`src/rtl/rc4_pkg.sv`:
```
package rc4_pkg;

    // Size of the permutation table; the cipher is defined for bytes only.
    localparam int PERM_DEPTH = 256;
    localparam int PERM_AW    = 8;

    // Default depth of the key store.
    localparam int KEY_STORE_DEPTH = 256;

    // Request kinds.
    localparam logic KIND_KEY  = 1'b0;
    localparam logic KIND_DATA = 1'b1;

    typedef struct packed {
        logic       kind;
        logic [7:0] byte_in;
        logic       last_of_run;
    } req_t;

    typedef struct packed {
        logic [7:0] byte_out;
        logic       last_out;
        logic       unkeyed;
    } rsp_t;

    typedef enum logic [3:0] {
        ST_IDLE,
        ST_RD_J,
        ST_RD_T,
        ST_OUT,
        ST_INIT,
        ST_KS_RD_S,
        ST_KS_RD_J,
        ST_KS_WR_N,
        ST_KS_WR_J
    } state_t;

endpackage

```
`src/rtl/rc4_stream_cipher.sv`:
```
// RC4 stream cipher engine.
// Requests arrive on req (valid/ready). A key request stores one key byte while
// the key store has room; the key request marked last starts the key schedule
// and produces no response. A data request returns one response on rsp
// (valid/ready) holding the byte XORed with the next keystream byte; a data
// request marked last ends the message and returns both indices to zero while
// the permutation table keeps its contents. Data seen before any key completes
// passes through unchanged with unkeyed set.
// A keyed data byte goes through the states RD_J, RD_T and OUT, and the engine
// takes no new request until it is back in IDLE: reads of S[i], S[j] and S[t]
// plus the swap writes share the single read and write ports of the permutation
// RAM. An unkeyed byte goes from IDLE straight to OUT and back to IDLE. The key
// schedule fills the table in INIT and then makes 256 swap steps, each through
// KS_RD_S, KS_RD_J, KS_WR_N and KS_WR_J; no request is accepted meanwhile.
// The response sits in an output register: a request can be accepted while it
// waits; when the receiver stalls, the next finished byte waits in the engine.
// Reset clears the indices, the key count and the keyed flag; the RAM contents
// are not cleared and are written by the schedule before they are read.
module rc4_stream_cipher #(
    parameter int KEY_STORE_DEPTH = rc4_pkg::KEY_STORE_DEPTH
) (
    input  logic          clk,
    input  logic          rst_n,
    input  logic          req_valid,
    output logic          req_ready,
    input  rc4_pkg::req_t req,
    output logic          rsp_valid,
    input  logic          rsp_ready,
    output rc4_pkg::rsp_t rsp
);

    localparam int KAW = (KEY_STORE_DEPTH > 1) ? $clog2(KEY_STORE_DEPTH) : 1;
    localparam int KCW = $clog2(KEY_STORE_DEPTH + 1);
    localparam int PAW = rc4_pkg::PERM_AW;

    rc4_pkg::state_t state_reg, state_next;

    logic [PAW-1:0] i_reg, i_next;
    logic [PAW-1:0] j_reg, j_next;
    logic [PAW-1:0] n_reg, n_next;
    logic [PAW-1:0] t_reg, t_next;
    logic [7:0]     si_reg, si_next;
    logic [7:0]     sj_reg, sj_next;
    logic [7:0]     byte_reg, byte_next;
    logic           last_reg, last_next;
    logic           pass_reg, pass_next;
    logic           keyed_reg, keyed_next;
    logic [KCW-1:0] key_count_reg, key_count_next;
    logic [KAW-1:0] kidx_reg, kidx_next;
    logic           rsp_valid_reg, rsp_valid_next;
    rc4_pkg::rsp_t  rsp_reg, rsp_next;

    logic           perm_we;
    logic [PAW-1:0] perm_waddr, perm_raddr;
    logic [7:0]     perm_wdata, perm_rdata;
    logic           key_we;
    logic [7:0]     key_rdata;
    logic           req_accept;
    logic           out_free;
    logic [7:0]     ks_byte;
    logic [PAW-1:0] ks_j;

    // Permutation table and key store.
    rc4_ram #(
        .WIDTH (8),
        .DEPTH (rc4_pkg::PERM_DEPTH),
        .AW    (PAW)
    ) u_perm_ram (
        .clk   (clk),
        .we    (perm_we),
        .waddr (perm_waddr),
        .wdata (perm_wdata),
        .raddr (perm_raddr),
        .rdata (perm_rdata)
    );

    rc4_ram #(
        .WIDTH (8),
        .DEPTH (KEY_STORE_DEPTH),
        .AW    (KAW)
    ) u_key_ram (
        .clk   (clk),
        .we    (key_we),
        .waddr (key_count_reg[KAW-1:0]),
        .wdata (req.byte_in),
        .raddr (kidx_reg),
        .rdata (key_rdata)
    );

    assign req_ready  = (state_reg == rc4_pkg::ST_IDLE);
    assign req_accept = req_valid && req_ready;
    assign out_free   = !rsp_valid_reg || rsp_ready;
    assign key_we     = req_accept && (req.kind == rc4_pkg::KIND_KEY) &&
                        (key_count_reg < KCW'(KEY_STORE_DEPTH));
    assign rsp_valid  = rsp_valid_reg;
    assign rsp        = rsp_reg;

    // Keystream byte S[t], with the swap writes forwarded over the raw read.
    always_comb
    begin
        if (t_reg == j_reg)
        begin
            ks_byte = si_reg;
        end
        else if (t_reg == i_reg)
        begin
            ks_byte = sj_reg;
        end
        else
        begin
            ks_byte = perm_rdata;
        end
    end

    // Schedule index j + S[n] + key byte.
    assign ks_j = j_reg + perm_rdata + key_rdata;

    // Control registers.
    always_ff @(posedge clk or negedge rst_n)
    begin
        if (!rst_n)
        begin
            state_reg     <= rc4_pkg::ST_IDLE;
            i_reg         <= '0;
            j_reg         <= '0;
            n_reg         <= '0;
            keyed_reg     <= 1'b0;
            key_count_reg <= '0;
            kidx_reg      <= '0;
            rsp_valid_reg <= 1'b0;
        end
        else
        begin
            state_reg     <= state_next;
            i_reg         <= i_next;
            j_reg         <= j_next;
            n_reg         <= n_next;
            keyed_reg     <= keyed_next;
            key_count_reg <= key_count_next;
            kidx_reg      <= kidx_next;
            rsp_valid_reg <= rsp_valid_next;
        end
    end

    // Datapath registers.
    always_ff @(posedge clk)
    begin
        t_reg    <= t_next;
        si_reg   <= si_next;
        sj_reg   <= sj_next;
        byte_reg <= byte_next;
        last_reg <= last_next;
        pass_reg <= pass_next;
        rsp_reg  <= rsp_next;
    end

    // Sequencer: next state, RAM accesses and register updates.
    always_comb
    begin
        state_next     = state_reg;
        i_next         = i_reg;
        j_next         = j_reg;
        n_next         = n_reg;
        t_next         = t_reg;
        si_next        = si_reg;
        sj_next        = sj_reg;
        byte_next      = byte_reg;
        last_next      = last_reg;
        pass_next      = pass_reg;
        keyed_next     = keyed_reg;
        key_count_next = key_count_reg;
        kidx_next      = kidx_reg;
        rsp_valid_next = rsp_valid_reg;
        rsp_next       = rsp_reg;
        perm_we        = 1'b0;
        perm_waddr     = n_reg;
        perm_wdata     = n_reg;
        perm_raddr     = n_reg;

        if (rsp_valid_reg && rsp_ready)
        begin
            rsp_valid_next = 1'b0;
        end

        unique case (state_reg)
            rc4_pkg::ST_IDLE:
            begin
                // Read S[i+1] ahead so it is ready if a keyed data request arrives.
                perm_raddr = i_reg + 1'b1;
                if (req_accept)
                begin
                    byte_next = req.byte_in;
                    last_next = req.last_of_run;
                    if (req.kind == rc4_pkg::KIND_KEY)
                    begin
                        if (key_we)
                        begin
                            key_count_next = key_count_reg + 1'b1;
                        end
                        if (req.last_of_run)
                        begin
                            n_next     = '0;
                            kidx_next  = '0;
                            state_next = rc4_pkg::ST_INIT;
                        end
                    end
                    else if (keyed_reg)
                    begin
                        pass_next  = 1'b0;
                        state_next = rc4_pkg::ST_RD_J;
                    end
                    else
                    begin
                        pass_next  = 1'b1;
                        state_next = rc4_pkg::ST_OUT;
                    end
                end
            end

            rc4_pkg::ST_RD_J:
            begin
                // S[i] is out of the RAM; step j and read S[j].
                si_next    = perm_rdata;
                i_next     = i_reg + 1'b1;
                j_next     = j_reg + perm_rdata;
                perm_raddr = j_reg + perm_rdata;
                state_next = rc4_pkg::ST_RD_T;
            end

            rc4_pkg::ST_RD_T:
            begin
                // S[j] is out; write S[i] = S[j] and read S[t].
                sj_next    = perm_rdata;
                t_next     = perm_rdata + si_reg;
                perm_raddr = perm_rdata + si_reg;
                perm_we    = 1'b1;
                perm_waddr = i_reg;
                perm_wdata = perm_rdata;
                state_next = rc4_pkg::ST_OUT;
            end

            rc4_pkg::ST_OUT:
            begin
                // Hold the S[t] read until the output register is free.
                perm_raddr = t_reg;
                if (out_free)
                begin
                    rsp_valid_next    = 1'b1;
                    rsp_next.last_out = last_reg;
                    rsp_next.unkeyed  = pass_reg;
                    if (pass_reg)
                    begin
                        rsp_next.byte_out = byte_reg;
                    end
                    else
                    begin
                        rsp_next.byte_out = byte_reg ^ ks_byte;
                        perm_we           = 1'b1;
                        perm_waddr        = j_reg;
                        perm_wdata        = si_reg;
                        if (last_reg)
                        begin
                            i_next = '0;
                            j_next = '0;
                        end
                    end
                    state_next = rc4_pkg::ST_IDLE;
                end
            end

            rc4_pkg::ST_INIT:
            begin
                // Identity fill of the permutation table.
                perm_we = 1'b1;
                n_next  = n_reg + 1'b1;
                if (n_reg == '1)
                begin
                    j_next     = '0;
                    state_next = rc4_pkg::ST_KS_RD_S;
                end
            end

            rc4_pkg::ST_KS_RD_S:
            begin
                // Read S[n]; the key RAM reads the current key byte meanwhile.
                perm_raddr = n_reg;
                state_next = rc4_pkg::ST_KS_RD_J;
            end

            rc4_pkg::ST_KS_RD_J:
            begin
                si_next    = perm_rdata;
                j_next     = ks_j;
                perm_raddr = ks_j;
                state_next = rc4_pkg::ST_KS_WR_N;
            end

            rc4_pkg::ST_KS_WR_N:
            begin
                perm_we    = 1'b1;
                perm_waddr = n_reg;
                perm_wdata = perm_rdata;
                state_next = rc4_pkg::ST_KS_WR_J;
            end

            rc4_pkg::ST_KS_WR_J:
            begin
                perm_we    = 1'b1;
                perm_waddr = j_reg;
                perm_wdata = si_reg;
                n_next     = n_reg + 1'b1;
                // The key index cycles over the stored bytes.
                if ((KCW'(kidx_reg) + KCW'(1)) == key_count_reg)
                begin
                    kidx_next = '0;
                end
                else
                begin
                    kidx_next = kidx_reg + 1'b1;
                end
                if (n_reg == '1)
                begin
                    i_next         = '0;
                    j_next         = '0;
                    key_count_next = '0;
                    kidx_next      = '0;
                    keyed_next     = 1'b1;
                    state_next     = rc4_pkg::ST_IDLE;
                end
                else
                begin
                    state_next = rc4_pkg::ST_KS_RD_S;
                end
            end

            default:
            begin
                state_next = rc4_pkg::ST_IDLE;
            end
        endcase
    end

    // A keyed data request always enters the read sequence.
    a_keyed_data_starts: assert property (@(posedge clk) disable iff (!rst_n)
        (req_accept && (req.kind == rc4_pkg::KIND_DATA) && keyed_reg)
        |=> (state_reg == rc4_pkg::ST_RD_J))
    else $error("keyed data request did not start the read sequence");

    // Once a key schedule has completed the engine stays keyed.
    a_keyed_sticky: assert property (@(posedge clk) disable iff (!rst_n)
        !$fell(keyed_reg))
    else $error("keyed flag dropped");

    // A completed schedule leaves both indices and the key count at zero.
    a_schedule_end: assert property (@(posedge clk) disable iff (!rst_n)
        ((state_reg == rc4_pkg::ST_KS_WR_J) && (n_reg == '1))
        |=> ((i_reg == '0) && (j_reg == '0) && (key_count_reg == '0) && keyed_reg))
    else $error("schedule did not finish cleanly");

    // The key count never exceeds the store depth.
    a_key_count_bound: assert property (@(posedge clk) disable iff (!rst_n)
        key_count_reg <= KCW'(KEY_STORE_DEPTH))
    else $error("key count beyond store depth");

endmodule

```
`src/rtl/rc4_ram.sv`:
```
module rc4_ram #(
    parameter int WIDTH = 8,
    parameter int DEPTH = 256,
    parameter int AW    = (DEPTH > 1) ? $clog2(DEPTH) : 1
) (
    input  logic             clk,
    input  logic             we,
    input  logic [AW-1:0]    waddr,
    input  logic [WIDTH-1:0] wdata,
    input  logic [AW-1:0]    raddr,
    output logic [WIDTH-1:0] rdata
);

    logic [WIDTH-1:0] mem [DEPTH];

    // One write port and one registered read port.
    always_ff @(posedge clk)
    begin
        if (we)
        begin
            mem[waddr] <= wdata;
        end
        rdata <= mem[raddr];
    end

endmodule
```
`config.mk`:
```
export PLATFORM = sky130hd
export DESIGN_NAME = rc4_stream_cipher
export DESIGN_NICKNAME = d
export VERILOG_FILES = /design/src/rtl/rc4_pkg.sv /design/src/rtl/rc4_stream_cipher.sv /design/src/rtl/rc4_ram.sv
export SDC_FILE = /design/constraint.sdc
export NUM_CORES = 2
export LEC_CHECK = 0
export CAP_MARGIN = 20
export CORE_UTILIZATION = 55
export CTS_BUF_LIST = sky130_fd_sc_hd__clkbuf_16
export CTS_CLUSTER_DIAMETER = 50
export DETAILED_ROUTE_END_ITERATION = 6
export DONT_BUFFER_PORTS = 1
export MAX_ROUTING_LAYER = met4
export PLACE_DENSITY = 0.76
export SETUP_SLACK_MARGIN = 0.05
export SYNTH_ARGS = -nofsm -noshare
export SYNTH_HDL_FRONTEND = slang
export SYNTH_SLANG_ARGS = --single-unit
```
`constraint.sdc`:
```
create_clock -name clk -period 10.85 [get_ports clk]
set_input_delay 2.17 -clock clk [delete_from_list [all_inputs] [get_ports clk]]
set_output_delay 2.17 -clock clk [all_outputs]
set_load 0.05 [all_outputs]
```
==> key figures <==
Die
  • Row cnt: 202
  • Number of I/O pins: 26
  • Height of the die: 553.7 um
  • Initial Util: 55.29%
  • Die ar.: 306600 um2
  • Core area: 302800 um2
  • Die Width: 553.7 um

STA
  • Final hold violations: 0
  • Setup Viol. Count Final: 0
  • Setup Skew: 0.04215 ns
  • Worst slew margin: 18.42%
  • Slew Limit Fails: 0
  • Final hold slack: 0.5244 ns
  • Worst Max-Slew Pin Slew: 1.219 ns
  • RSZ-0062 raised after global routing: no
  • Setup TNS: 0 ns
  • Fin crit share: 59.80%
  • Fin crit period: 6.488 ns
  • Fmax: 154.1 MHz

Placed design
  • Post-DP HPWL: 246600 um
  • RD Place Congestion: 0.9953
  • Placed Cells: 13700
  • IO Port Bufs: 0

Pwr
  • Total power: 31810 uW
  • Peak VDD IR: 0.1676 mV
  • Switching share of total power: 19.25%
  • PD cells: 172.7 nW/um2
  • Pint: 25690 uW
  • Net Sw Power: 6125 uW
  • Leakage: 0.06435 uW
  • Clock Power Share: 44.4%
  • Gate power share: 0%
  • Sequential share of power: 55.6%

Global route
  • Largest net degree at the start of global routing: 258
  • Total global routing overflow: 0
  • Total Routing Usage GR: 28.47%
  • Initial antenna violation count: 24
  • First-pass GRT wire length: 629000 um
  • Vias in the first global route: 93650

Finish
  • Non-filler cells, final: 14480
  • Layout cells sized above 1: 10.23%
  • Final #Nets: 10180
  • Syn-to-layout area delta: 10.05%
  • # fillers: 20820
  • Multi-input gate area: 38450 um2
  • Flip-flop and latch area: 125800 um2

Yosys
  • Avg Inst Size Synth: 16.25 um2
  • Flop and latch count out of synthesis: 4203
  • Mapped Cells: 10300
  • Post-synth ARST share: 1.118%
  • Yosys warnings: 0
  • Netlist area before placement: 167400 um2
  • Prevailing post-synth register cell: edfxtp_1
  • Seq/Total Area, Yosys: 75.16%
  • Number of synthesized flops with an enable pin: 4140
  • Netlist cell types: 94
  • Post-Syn Nets: 10350

Worst setup path
  • Worst R2R Path Depth: 16
  • Crit-path most repeated cell: a21oi_1
  • Critical path buffers and inverters: 3
  • CP delay by family, top: compound AO/OA/AOI/OAI gates
  • Slowest cell delay on critical path: 0.73 ns
  • CP max FO: 77
  • Critical path class: flip-flop to flip-flop
  • CP Capture Type: flip-flop
  • CP cell instances: fa_1 -> inv_1 -> fa_1 -> nor3b_1 -> o21ai_0 -> nand4_1 -> and2_4 -> buf_4 -> buf_4 -> a21oi_1 -> a221oi_1 -> a21oi_1 -> a22oi_1 -> a21oi_1 -> o21ai_0 -> and3_1
  • WP depth: 16
  • Crit path required time: 11.76 ns
  • Critical path arrival: 7.40 ns
  • Slowest cell on crit path: buf_4
  • Setup crit start kind: flip-flop

Outcome
  • Failing checks: design-rule violations
  • Status: finished with violations

Routing
  • WL per Instance: 29.94 um
  • Met2 Routed Length: 202000 um
  • WL final: 433400 um
  • Post-detailed-route count of antenna-violating nets: 0
  • Initial DRC count: 16520
  • Via Count: 97900
  • # DRC: 2
  • Max layer used: met4
  • TritonRoute pass-1 iters: 7
  • WL met1: 156800 um
  • Routed wl met3: 50490 um
  • Routed vias/inst: 6.762

Clock tree
  • Hold buffers post-CTS: 0
  • Clk sinks: 4203
  • CTS root buffer: clkbuf_16
  • Max clock buf depth: 4
  • Clk slew on worst S/H paths: 0.07 ns
  • PostCTS Resize Cnt: 0
  • H-tree depth: 5
  • TritonCTS clock tree: built
  • Worst-skew pair later-pin latency: 0.97 ns
  • Setup bufs post-CTS: 0
  • Inserted Clock Buffers: 414

Run
  • Max Cap Viol: 0

Min path
  • Hold path depth: 2
  • Hold/Removal Path Class: flip-flop to flip-flop
power groups by stage:
| stage | logic, uW | clock network [uW] | registers (uW) |
|---|---|---|---|
| after floorplan | 0.456 | 0 | 18000 |
| after global placement | 0.659 | 0 | 18000 |
| after detailed placement | 0.664 | 0 | 18000 |
| after CTS | 0.667 | 14200 | 17700 |
| after global routing | 0.788 | 14800 | 17700 |
| final | 0.715 | 14100 | 17700 |
per-layer routing:
| metal | vias up | track usage (%) |
|---|---|---|
| met4 | 0 | 13.87 |
| met2 | 7031 | 42.89 |
| met1 | 48850 | 37.30 |
| li1 | 40750 | - |
| met5 | - | - |
| met3 | 1272 | 5.768 |
worst reg2reg max path, stage by stage, from the launching register on:
cell and delay [ns]:
dfxtp_1 0.69, fa_1 0.59, inv_1 0.11, fa_1 0.44
nor3b_1 0.18, o21ai_0 0.10, nand4_1 0.17, and2_4 0.68
buf_4 0.69, buf_4 0.74, a21oi_1 0.18, a221oi_1 0.38
a21oi_1 0.10, a22oi_1 0.21, a21oi_1 0.28, o21ai_0 0.63
and3_1 0.25
area by class of cell:
cell class | instances | share of cell area (%)
flip-flops and latches | 4203 | 68.30
multi-input cells | 5342 | 20.87
clock buffers | 418 | 5.678
well taps | 3978 | 2.702
clock inverters | 338 | 1.591
repair buffers | 144 | 0.7206
inverters | 33 | 0.1032
diodes | 22 | 0.02988
logic make-up (layout without fill, tap and decap cells):
group | count (synthesis) | after routing | share of synthesized area (%)
DFF | 4203 | 4203 | 75.16
AOI/OAI and AO/OA | 2112 | 2112 | 8.500
and+or+nand+nor | 2023 | 2023 | 4.927
muxes | 1109 | 1109 | 8.851
buffers and inverters | 759 | 933 | 1.958
xor gates and xnor gates | 67 | 67 | 0.3588
adders and majority gates | 31 | 31 | 0.2452
other | 0 | 22 | 0
cell usage after synthesis (all sizes together) (5+ instances only):
master     n  area [um2]
nor4      10       68.81
or3        5       31.28
a21o       9       68.82
buf      397        1917
o211ai     5       37.54
a21oi    930        4658
nor2     680        2552
xor2      34       297.8
nor3b      9       72.57
xnor2     32       280.3
o31ai      7       57.55
a221oi   329        2913
and3      14       87.58
and2       7       43.79
nor3     162       820.8
a211oi    52       395.4
inv       31       116.4
edfxtp  4140      124300
a222oi    15       150.1
o21a       8       60.06
nand2b    18       112.6
nand4     10       62.56
a22oi     50       375.4
dfxtp     16       320.3
nor2b     22       137.6
nand3     41       210.2
mux2i    812        8128
nand2   1022        3844
o221ai   236        2067
mux4     297        6689
ha        28       350.3
clkbuf   329        1236
a32oi    178        1559
a211o     11       96.34
o21ai     81       405.4
o22ai    146       913.4
dfrtp     47        1176
a31oi     13       81.33
per-stage QoR:
step,area (um2),utilization (%),setup WS [ns]
final,184200,60.84,4.362
after global routing,184200,60.84,4.156
after CTS,184100,60.82,4.639
after detailed placement,170700,56.39,4.395
after global placement,170700,56.39,4.232
after floorplan,167400,-,4.171
placed cells by master (no fill, tap or decap), types with 34 or more instances in the layout:
cell and instances:
a211oi_1 51, a21oi_1 929, a221oi_1 324, a22oi_1 50, a32oi_1 178, buf_4 123, bufinv_16 41, clkbuf_16 418
clkinv_1 94, clkinv_2 49, dfrtp_1 42, edfxtp_1 4140, inv_1 114, mux2i_1 812, mux4_2 297, nand2_1 1014
nand3_1 36, nor2_1 676, nor3_1 160, o21ai_0 78, o221ai_1 236, o22ai_1 144, xor2_1 34
worst paths after layout:
path / startpoint / endpoint / slack (ns)
max reg2reg: u_perm_ram.rdata[1]$_DFF_P_ / u_perm_ram.rdata[7]$_DFF_P_ / 4.36
min reg2reg: keyed_reg$_DFFE_PN0P_ / keyed_reg$_DFFE_PN0P_ / 0.52
min in group asynchronous: rst_n / rsp_valid$_DFF_PN0_ / 0.89
min: keyed_reg$_DFFE_PN0P_ / keyed_reg$_DFFE_PN0P_ / 0.52
max in group asynchronous: rst_n / kidx_reg[4]$_DFFE_PN0P_ / 9.76
max: u_perm_ram.rdata[1]$_DFF_P_ / u_perm_ram.rdata[7]$_DFF_P_ / 4.36
(Power assumes the default switching activity.)
